**src/design/emt_pkg.sv**
```systemverilog
// shared types, constants and helper functions for the encoder master transceiver
package emt_pkg;

    localparam int SEND_BITS_POS  = 6;
    localparam int SEND_BITS_CMD  = 30;
    localparam int CMD_DATA_BITS  = 24;
    localparam int CRC_BITS       = 5;
    localparam int CNT_W          = 7;
    localparam int POS_W          = 48;
    localparam logic [4:0] CRC_SEED          = 5'h1f;
    localparam logic [5:0] POSITION_BITS_RST = 6'd32;

    localparam int STAT_ERR  = 0;
    localparam int STAT_CRC  = 1;
    localparam int STAT_ADDR = 2;

    typedef enum logic [2:0] {
        PH_IDLE = 3'd0,
        PH_SEND = 3'd1,
        PH_WAIT = 3'd2,
        PH_FBIT = 3'd3,
        PH_DATA = 3'd4,
        PH_CRC  = 3'd5
    } phase_t;

    typedef struct packed {
        logic        start_req;
        logic        mode_type;
        logic [5:0]  mode_bits;
        logic [7:0]  address;
        logic [15:0] param_word;
        logic        din;
    } emt_item_t;

    typedef struct packed {
        logic        clock_line;
        logic        data_out_line;
        logic        drive_enable;
        logic        busy_res;
        logic        done_res;
        logic [47:0] position;
        logic [7:0]  rx_address;
        logic [15:0] rx_data;
        logic [2:0]  status;
    } emt_result_t;

    // one step of the check lfsr, bit k is flip-flop k
    function automatic logic [4:0] crc_step(logic [4:0] f, logic b);
        logic ex;
        ex = f[4] ^ b;
        return {f[3], f[2] ^ ex, f[1], f[0] ^ ex, ex};
    endfunction

endpackage

```
**src/design/endat_master_transceiver_top.sv**
```systemverilog
// top level of the encoder master transceiver
//
// each input transfer on the s_axis channel is one period of the encoder clock,
// carrying the start request, command fields and the sampled data line level.
// each accepted item yields exactly one result transfer on m_axis with the
// clock line level, driven data level, drive enable, busy/done flags and, on
// the completing item, the position or the received address and data word.
// status always shows the last completed transfer.
// cfg_valid/cfg_data write the position bit count (reset 32); write it only
// while no transfer is in progress.
// an item passes through the input register, then the result register.
// throughput: one item per cycle while the result register is not stalled,
// bound by the single step of the state update between the two registers.
// reset clears the protocol state to idle and empties both register stages.
// when m_axis_tready is low the result register holds and the input register
// still takes one more item; s_axis_tready drops only while both are full.
module endat_master_transceiver_top #(
    parameter int MAX_POSITION_BITS = 48
) (
    input  logic        clk,
    input  logic        rst_n,
    input  logic        s_axis_tvalid,
    output logic        s_axis_tready,
    // start_req, mode_bits, address, param_word, din
    input  logic [31:0] s_axis_tdata,
    // mode_type
    input  logic        s_axis_tuser,
    output logic        m_axis_tvalid,
    input  logic        m_axis_tready,
    // clock_line, data_out_line, drive_enable, busy_res, done_res, position,
    // rx_address, rx_data, status
    output logic [79:0] m_axis_tdata,
    input  logic        cfg_valid,
    output logic        cfg_ready,
    input  logic [5:0]  cfg_data
);
    import emt_pkg::*;

    emt_item_t   s_item;
    emt_item_t   item;
    emt_result_t result;
    emt_result_t m_result;
    logic        item_valid;
    logic        advance;
    logic        step;

    assign s_item.start_req  = s_axis_tdata[0];
    assign s_item.mode_type  = s_axis_tuser;
    assign s_item.mode_bits  = s_axis_tdata[6:1];
    assign s_item.address    = s_axis_tdata[14:7];
    assign s_item.param_word = s_axis_tdata[30:15];
    assign s_item.din        = s_axis_tdata[31];

    assign cfg_ready = 1'b1;
    assign step      = item_valid && advance;

    emt_in_reg u_in_reg (
        .clk        (clk),
        .rst_n      (rst_n),
        .s_valid    (s_axis_tvalid),
        .s_ready    (s_axis_tready),
        .s_item     (s_item),
        .advance    (advance),
        .item_valid (item_valid),
        .item       (item)
    );

    emt_core #(
        .MAX_POSITION_BITS (MAX_POSITION_BITS)
    ) u_core (
        .clk               (clk),
        .rst_n             (rst_n),
        .cfg_we            (cfg_valid && cfg_ready),
        .cfg_position_bits (cfg_data),
        .step              (step),
        .item              (item),
        .result            (result)
    );

    emt_out_reg u_out_reg (
        .clk      (clk),
        .rst_n    (rst_n),
        .load     (item_valid),
        .result   (result),
        .advance  (advance),
        .m_valid  (m_axis_tvalid),
        .m_ready  (m_axis_tready),
        .m_result (m_result)
    );

    assign m_axis_tdata = {m_result.status, m_result.rx_data, m_result.rx_address,
                           m_result.position, m_result.done_res, m_result.busy_res,
                           m_result.drive_enable, m_result.data_out_line,
                           m_result.clock_line};

    // input side stalls only behind a full, stalled result register
    a_stall_only_when_full: assert property (@(posedge clk) disable iff (!rst_n)
        !s_axis_tready |-> (m_axis_tvalid && !m_axis_tready))
        else $error("input stalled while result register free");

    // a buffered item moves into the result register when that register is taken
    a_item_flows: assert property (@(posedge clk) disable iff (!rst_n)
        (item_valid && m_axis_tvalid && m_axis_tready) |=> m_axis_tvalid)
        else $error("buffered item lost");

    // a completing result always releases the clock line and clears busy
    a_done_idle: assert property (@(posedge clk) disable iff (!rst_n)
        (step && result.done_res) |=> (!m_result.busy_res && m_result.clock_line))
        else $error("completion result not idle");

endmodule

```
**src/design/emt_in_reg.sv**
```systemverilog
// input register stage of the encoder master transceiver
module emt_in_reg (
    input  logic              clk,
    input  logic              rst_n,
    input  logic              s_valid,
    output logic              s_ready,
    input  emt_pkg::emt_item_t s_item,
    input  logic              advance,
    output logic              item_valid,
    output emt_pkg::emt_item_t item
);
    import emt_pkg::*;

    logic      valid_reg;
    emt_item_t item_reg;

    assign s_ready    = !valid_reg || advance;
    assign item_valid = valid_reg;
    assign item       = item_reg;

    always_ff @(posedge clk or negedge rst_n)
    begin
        if (!rst_n)
        begin
            valid_reg <= 1'b0;
        end
        else if (s_ready)
        begin
            valid_reg <= s_valid;
        end
    end

    always_ff @(posedge clk)
    begin
        if (s_valid && s_ready)
        begin
            item_reg <= s_item;
        end
    end

endmodule

```
**src/design/emt_core.sv**
```systemverilog
// protocol state and per-clock-period step of the encoder master transceiver
module emt_core #(
    parameter int MAX_POSITION_BITS = 48
) (
    input  logic                 clk,
    input  logic                 rst_n,
    input  logic                 cfg_we,
    input  logic [5:0]           cfg_position_bits,
    input  logic                 step,
    input  emt_pkg::emt_item_t   item,
    output emt_pkg::emt_result_t result
);
    import emt_pkg::*;

    localparam int RW = (MAX_POSITION_BITS > CMD_DATA_BITS) ? MAX_POSITION_BITS
                                                             : CMD_DATA_BITS;

    phase_t      phase_reg, phase_next;
    logic [5:0]  bit_cnt_reg, bit_cnt_next;
    logic [29:0] tx_shift_reg, tx_shift_next;
    logic [RW-1:0] rx_shift_reg, rx_shift_next;
    logic [4:0]  lfsr_reg, lfsr_next;
    logic [4:0]  crc_rx_reg, crc_rx_next;
    logic        err_bit_reg, err_bit_next;
    logic [7:0]  sent_addr_reg, sent_addr_next;
    logic        kind_reg, kind_next;
    logic [2:0]  last_status_reg, last_status_next;
    logic [5:0]  position_bits_reg;

    logic [CNT_W-1:0] data_cnt;
    logic [CNT_W-1:0] pos_cnt;
    logic [5:0]  send_len;
    logic [5:0]  bit_inc;
    logic [2:0]  stat;
    logic [7:0]  addr_rev;
    logic [15:0] word_rev;

    always_comb
    begin
        for (int k = 0; k < 8; k++)
        begin
            addr_rev[k] = item.address[7-k];
        end
        for (int k = 0; k < 16; k++)
        begin
            word_rev[k] = item.param_word[15-k];
        end
    end

    // position count saturates at MAX_POSITION_BITS
    always_comb
    begin
        pos_cnt = CNT_W'(position_bits_reg);
        if (pos_cnt > CNT_W'(MAX_POSITION_BITS))
        begin
            pos_cnt = CNT_W'(MAX_POSITION_BITS);
        end
        data_cnt = kind_reg ? CNT_W'(CMD_DATA_BITS) : pos_cnt;
    end

    always_comb
    begin
        phase_next       = phase_reg;
        bit_cnt_next     = bit_cnt_reg;
        tx_shift_next    = tx_shift_reg;
        rx_shift_next    = rx_shift_reg;
        lfsr_next        = lfsr_reg;
        crc_rx_next      = crc_rx_reg;
        err_bit_next     = err_bit_reg;
        sent_addr_next   = sent_addr_reg;
        kind_next        = kind_reg;
        last_status_next = last_status_reg;
        send_len         = kind_reg ? 6'(SEND_BITS_CMD) : 6'(SEND_BITS_POS);
        bit_inc          = bit_cnt_reg + 6'd1;
        stat             = '0;

        result               = '0;
        result.clock_line    = 1'b0;
        result.busy_res      = 1'b1;

        case (phase_reg)
            PH_IDLE:
            begin
                if (item.start_req)
                begin
                    // first clock of the transfer: data line still released
                    kind_next      = item.mode_type;
                    tx_shift_next  = item.mode_type ? {word_rev, addr_rev, item.mode_bits}
                                                    : {24'd0, item.mode_bits};
                    sent_addr_next = item.address;
                    rx_shift_next  = '0;
                    lfsr_next      = CRC_SEED;
                    crc_rx_next    = '0;
                    err_bit_next   = 1'b0;
                    bit_cnt_next   = 6'd1;
                    phase_next     = PH_SEND;
                end
                else
                begin
                    result.clock_line = 1'b1;
                    result.busy_res   = 1'b0;
                end
            end
            PH_SEND:
            begin
                result.drive_enable = (bit_cnt_reg < send_len + 6'd2);
                if (bit_cnt_reg >= 6'd2 && bit_cnt_reg < send_len + 6'd2)
                begin
                    result.data_out_line = tx_shift_reg[0];
                    tx_shift_next        = {1'b0, tx_shift_reg[29:1]};
                end
                bit_cnt_next = bit_inc;
                if (bit_inc >= send_len + 6'd4)
                begin
                    bit_cnt_next = '0;
                    phase_next   = PH_WAIT;
                end
            end
            PH_WAIT:
            begin
                // no timeout on the start bit
                if (item.din)
                begin
                    bit_cnt_next = '0;
                    phase_next   = kind_reg ? PH_DATA : PH_FBIT;
                end
            end
            PH_FBIT:
            begin
                err_bit_next = item.din;
                lfsr_next    = crc_step(lfsr_reg, item.din);
                bit_cnt_next = '0;
                phase_next   = (data_cnt == '0) ? PH_CRC : PH_DATA;
            end
            PH_DATA:
            begin
                lfsr_next = crc_step(lfsr_reg, item.din);
                if (kind_reg)
                begin
                    rx_shift_next = '0;
                    rx_shift_next[CMD_DATA_BITS-1:0] =
                        {rx_shift_reg[CMD_DATA_BITS-2:0], item.din};
                end
                else
                begin
                    for (int k = 0; k < RW; k++)
                    begin
                        if (32'(bit_cnt_reg) == k)
                        begin
                            rx_shift_next[k] = rx_shift_reg[k] | item.din;
                        end
                    end
                end
                bit_cnt_next = bit_inc;
                if (CNT_W'(bit_inc) >= data_cnt)
                begin
                    bit_cnt_next = '0;
                    phase_next   = PH_CRC;
                end
            end
            PH_CRC:
            begin
                crc_rx_next  = {crc_rx_reg[3:0], item.din};
                bit_cnt_next = bit_inc;
                if (bit_inc >= 6'(CRC_BITS))
                begin
                    stat[STAT_ERR] = err_bit_reg;
                    stat[STAT_CRC] = (crc_rx_next != ~lfsr_reg);
                    if (kind_reg)
                    begin
                        result.rx_address = rx_shift_reg[23:16];
                        result.rx_data    = rx_shift_reg[15:0];
                        stat[STAT_ADDR]   = (rx_shift_reg[23:16] != sent_addr_reg);
                    end
                    else
                    begin
                        for (int k = 0; k < POS_W; k++)
                        begin
                            if (k < RW)
                            begin
                                result.position[k] = rx_shift_reg[k];
                            end
                        end
                    end
                    last_status_next  = stat;
                    bit_cnt_next      = '0;
                    phase_next        = PH_IDLE;
                    result.clock_line = 1'b1;
                    result.busy_res   = 1'b0;
                    result.done_res   = 1'b1;
                end
            end
            default:
            begin
                phase_next        = PH_IDLE;
                bit_cnt_next      = '0;
                result.clock_line = 1'b1;
                result.busy_res   = 1'b0;
            end
        endcase

        result.status = last_status_next;
    end

    always_ff @(posedge clk or negedge rst_n)
    begin
        if (!rst_n)
        begin
            phase_reg         <= PH_IDLE;
            bit_cnt_reg       <= '0;
            tx_shift_reg      <= '0;
            rx_shift_reg      <= '0;
            lfsr_reg          <= CRC_SEED;
            crc_rx_reg        <= '0;
            err_bit_reg       <= 1'b0;
            sent_addr_reg     <= '0;
            kind_reg          <= 1'b0;
            last_status_reg   <= '0;
            position_bits_reg <= POSITION_BITS_RST;
        end
        else
        begin
            if (cfg_we)
            begin
                position_bits_reg <= cfg_position_bits;
            end
            if (step)
            begin
                phase_reg       <= phase_next;
                bit_cnt_reg     <= bit_cnt_next;
                tx_shift_reg    <= tx_shift_next;
                rx_shift_reg    <= rx_shift_next;
                lfsr_reg        <= lfsr_next;
                crc_rx_reg      <= crc_rx_next;
                err_bit_reg     <= err_bit_next;
                sent_addr_reg   <= sent_addr_next;
                kind_reg        <= kind_next;
                last_status_reg <= last_status_next;
            end
        end
    end

endmodule

```
**src/design/emt_out_reg.sv**
```systemverilog
// result register stage of the encoder master transceiver
module emt_out_reg (
    input  logic                 clk,
    input  logic                 rst_n,
    input  logic                 load,
    input  emt_pkg::emt_result_t result,
    output logic                 advance,
    output logic                 m_valid,
    input  logic                 m_ready,
    output emt_pkg::emt_result_t m_result
);
    import emt_pkg::*;

    logic        valid_reg;
    emt_result_t result_reg;

    assign advance  = !valid_reg || m_ready;
    assign m_valid  = valid_reg;
    assign m_result = result_reg;

    always_ff @(posedge clk or negedge rst_n)
    begin
        if (!rst_n)
        begin
            valid_reg <= 1'b0;
        end
        else if (advance)
        begin
            valid_reg <= load;
        end
    end

    always_ff @(posedge clk)
    begin
        if (load && advance)
        begin
            result_reg <= result;
        end
    end

endmodule

```
**config.mk**
```make
export PLATFORM = sky130hd
export DESIGN_NAME = endat_master_transceiver_top
export DESIGN_NICKNAME = d
export VERILOG_FILES = /design/src/design/emt_pkg.sv /design/src/design/endat_master_transceiver_top.sv /design/src/design/emt_in_reg.sv /design/src/design/emt_core.sv /design/src/design/emt_out_reg.sv
export SDC_FILE = /design/constraint.sdc
export NUM_CORES = 1
export LEC_CHECK = 0
export BUFFER_PORTS_ARGS = -buffer_cell sky130_fd_sc_hd__buf_2
export CORE_ASPECT_RATIO = 1.75
export CORE_MARGIN = 1
export CORE_UTILIZATION = 40
export CTS_BUF_LIST = sky130_fd_sc_hd__clkbuf_4 sky130_fd_sc_hd__clkbuf_8 sky130_fd_sc_hd__clkbuf_16
export DETAILED_ROUTE_END_ITERATION = 10
export SYNTH_ARGS = -nofsm -noshare
export SYNTH_HDL_FRONTEND = slang
export SYNTH_SLANG_ARGS = --single-unit
```
**constraint.sdc**
```tcl
create_clock -name clk -period 4.3 [get_ports clk]
set_input_delay 0.215 -clock clk [delete_from_list [all_inputs] [get_ports clk]]
set_output_delay 0.215 -clock clk [all_outputs]
set_load 0.05 [all_outputs]
```
==> reports/qor.csv <==
metric;value;unit
status;complete, no violations;
syn-num-nets;902;
antenna_cells;0;
globalRouteOverflowTotal;0;
rsz0062_at_grt;no;
cts_buffer_depth;3;
synth_top_family_by_area;simple AND/OR/NAND/NOR gates;
ys_warn_count;0;
clock_skew;0.00992;ns
drt_iter0_drc;345;
post-cts-setup-buffers;0;
clock-sinks;230;
min_period_over_period;74.1;%
drive_above_1_share;22.8;%
drtAntennaViolNets;0;
nets;1042;
place.gp.congestion;0.818;
htreeDepth;1;
synth-seq-cells;230;
synth_top_area_share;33.9;%
relSlewSlack;33.3;%
min_period;3.18;ns
tightest_slew;0.997;ns
synth_compound_area_share;10.7;%
cts_made_buffers;22;
syn_avg_cell_area;11.9;um2
finalMaxSlewViolations;0;
syn_inst;844;
final_cell_area;0.0120;mm2
core;0.0246;mm2
grt_max_degree;79;
clk_latency;0.51;ns
synth_simple_gate_area_share;14.9;%
yosys.area_share.adder;1.75;%
critPathCaptureType;flip-flop;
synth_commonest_cells;edfxtp_1, dfrtp_1, nor2_1;
fp.dieW;122;um
clk_pin_slew;0.07;ns
yosys.area.top_type;edfxtp_1;
synthMuxAreaShare;3.81;%
port_buffers;125;
die-area;0.0257;mm2
synthToLayoutAreaGrowth;19.8;%
hold_class;input port to flip-flop;
vdd_ir_drop_max;0.000403;V
finalHoldViolCount;0;
grt_usage;17.6;%
rows;76;
max_freq;314;MHz
fp.dieH;211;um
synth_xor_area_share;1.91;%
synthTopCellsByArea;edfxtp_1, dfrtp_1, and3_1, a31oi_1, nor2_1;
timing.max_cap.violations;0;
root_buffer;clkbuf_16;
cellLeakagePower;5.25;nW
synth_enable_flop_cells;113;
worstPathRequired;4.70;ns
antenna_found_initial;0;
io_pins;127;
netlist_area;0.0100;mm2
firstDrtPassIters;5;
totalNegativeSetupSlack;0;ns
place_hpwl;15000;um
fin_hold_ws;0.0221;ns
cts_tree;yes;
powerDensity;603;mW/mm2
initial_core_util;40.6;%
synth-seq-area-share;63.2;%
ys_async_sr_fraction;50.9;%
fillCellCount;2214;
grt_pass1_vias;6806;
synth.most_common_cell;edfxtp_1;
setup_viol;0;
critical_path_arrival;3.58;ns
ys.flop_type;edfxtp_1;
routedWlPerCell;16.8;um
crit_type;flip-flop to flip-flop;
ctsResizeCount;0;
route.vias.total;6900;
vias_per_cell;5.26;
grt_pass1_wl;35300;um
cp-start-kind;flip-flop;
largest_reg_flops;80;
drt_wl_total;22000;um
drc_errors;0;
synth_cell_types;53;
cts_hold_buffers;41;
placed_cell_area;0.0108;mm2
cp_max_fo;15;
layout make-up:
cell class	count	area (um2)	area share, %
multi-input combinational	535	3320	27.7
clock inverter	10	105	0.876
sequential	230	6330	52.8
inverter	16	61.3	0.511
clock buffer	30	652	5.44
tap	312	390	3.26
timing repair buffer	179	1140	9.47
kinds of logic after synthesis:
group	Yosys count
AND/OR/NAND/NOR	295
flip-flops	230
AO/OA/AOI/OAI	173
buffers and inverters	79
multiplexers	31
XOR/XNOR	21
adder cells (fa/ha/maj)	14
other	1
path summary, 6_finish.rpt:
| path | startpoint | end | slack (ns) | cells past startpoint |
|---|---|---|---|---|
| setup / recovery | u_core.bit_cnt_reg[3] | u_core.phase_reg[2] | 1.12 | 9 |
| hold / removal | m_axis_tready | u_out_reg.m_valid | 0.02 | 3 |
| setup reg to reg | u_core.bit_cnt_reg[3] | u_core.phase_reg[2] | 1.12 | 9 |
| hold reg to reg | u_core.rx_shift_reg[25] | u_core.rx_shift_reg[25] | 0.49 | 2 |
| max in group asynchronous | rst_n | u_core.kind_reg | 3.09 | 3 |
| min in group asynchronous | rst_n | u_core.rx_shift_reg[33] | 0.26 | 2 |
critical path, stage by stage (launching register included):
cell and delay [ns]:
dfrtp_1 0.47, and2_1 0.56, nand4_2 0.20, xnor2_2 0.35, ha_1 0.31, and3_1 0.17, a2111o_1 0.43, o211ai_2 0.14
nor3_2 0.13, mux2_4 0.31
power breakdown:
group	switching (W)	internal, W
Clock	0.000800	0.00119
Combinational	0.00126	0.000736
Sequential	0.000461	0.00279
Total	0.00252	0.00471
metrics by stage:
stage,std cells,worst slack [ns],power [W],util [%]
detailed placement,1231,1.12,0.00528,43.9
CTS,1312,1.10,0.00732,48.7
floorplan,844,0.935,0.00469,-
finish,1312,1.12,0.00723,48.7
global placement,1231,1.18,0.00523,43.9
global route,1312,0.932,0.00767,48.7
metal layers:
layer	part of all wire [%]	global-route usage [%]	vias up
li1	-	-	3336
met1	37	19.7	3347
met3	4.4	2.24	44
met5	0	0	-
met4	3.1	7.07	0
met2	55	33.0	173
placed cells by master, fill, tap and decap left out, types with 15 or more instances in the layout:
cell type	synthesis	final
mux2_2	21	21
dlygate4sd3_1	0	41
o21ai_0	39	39
nand3_1	34	34
a31oi_1	61	61
and3_1	73	73
nand2_1	71	71
edfxtp_1	113	113
inv_1	16	15
clkbuf_16	0	24
a21oi_1	43	43
nor2_1	75	74
dfrtp_1	111	111
buf_2	15	124
(Power assumes the default switching activity.)
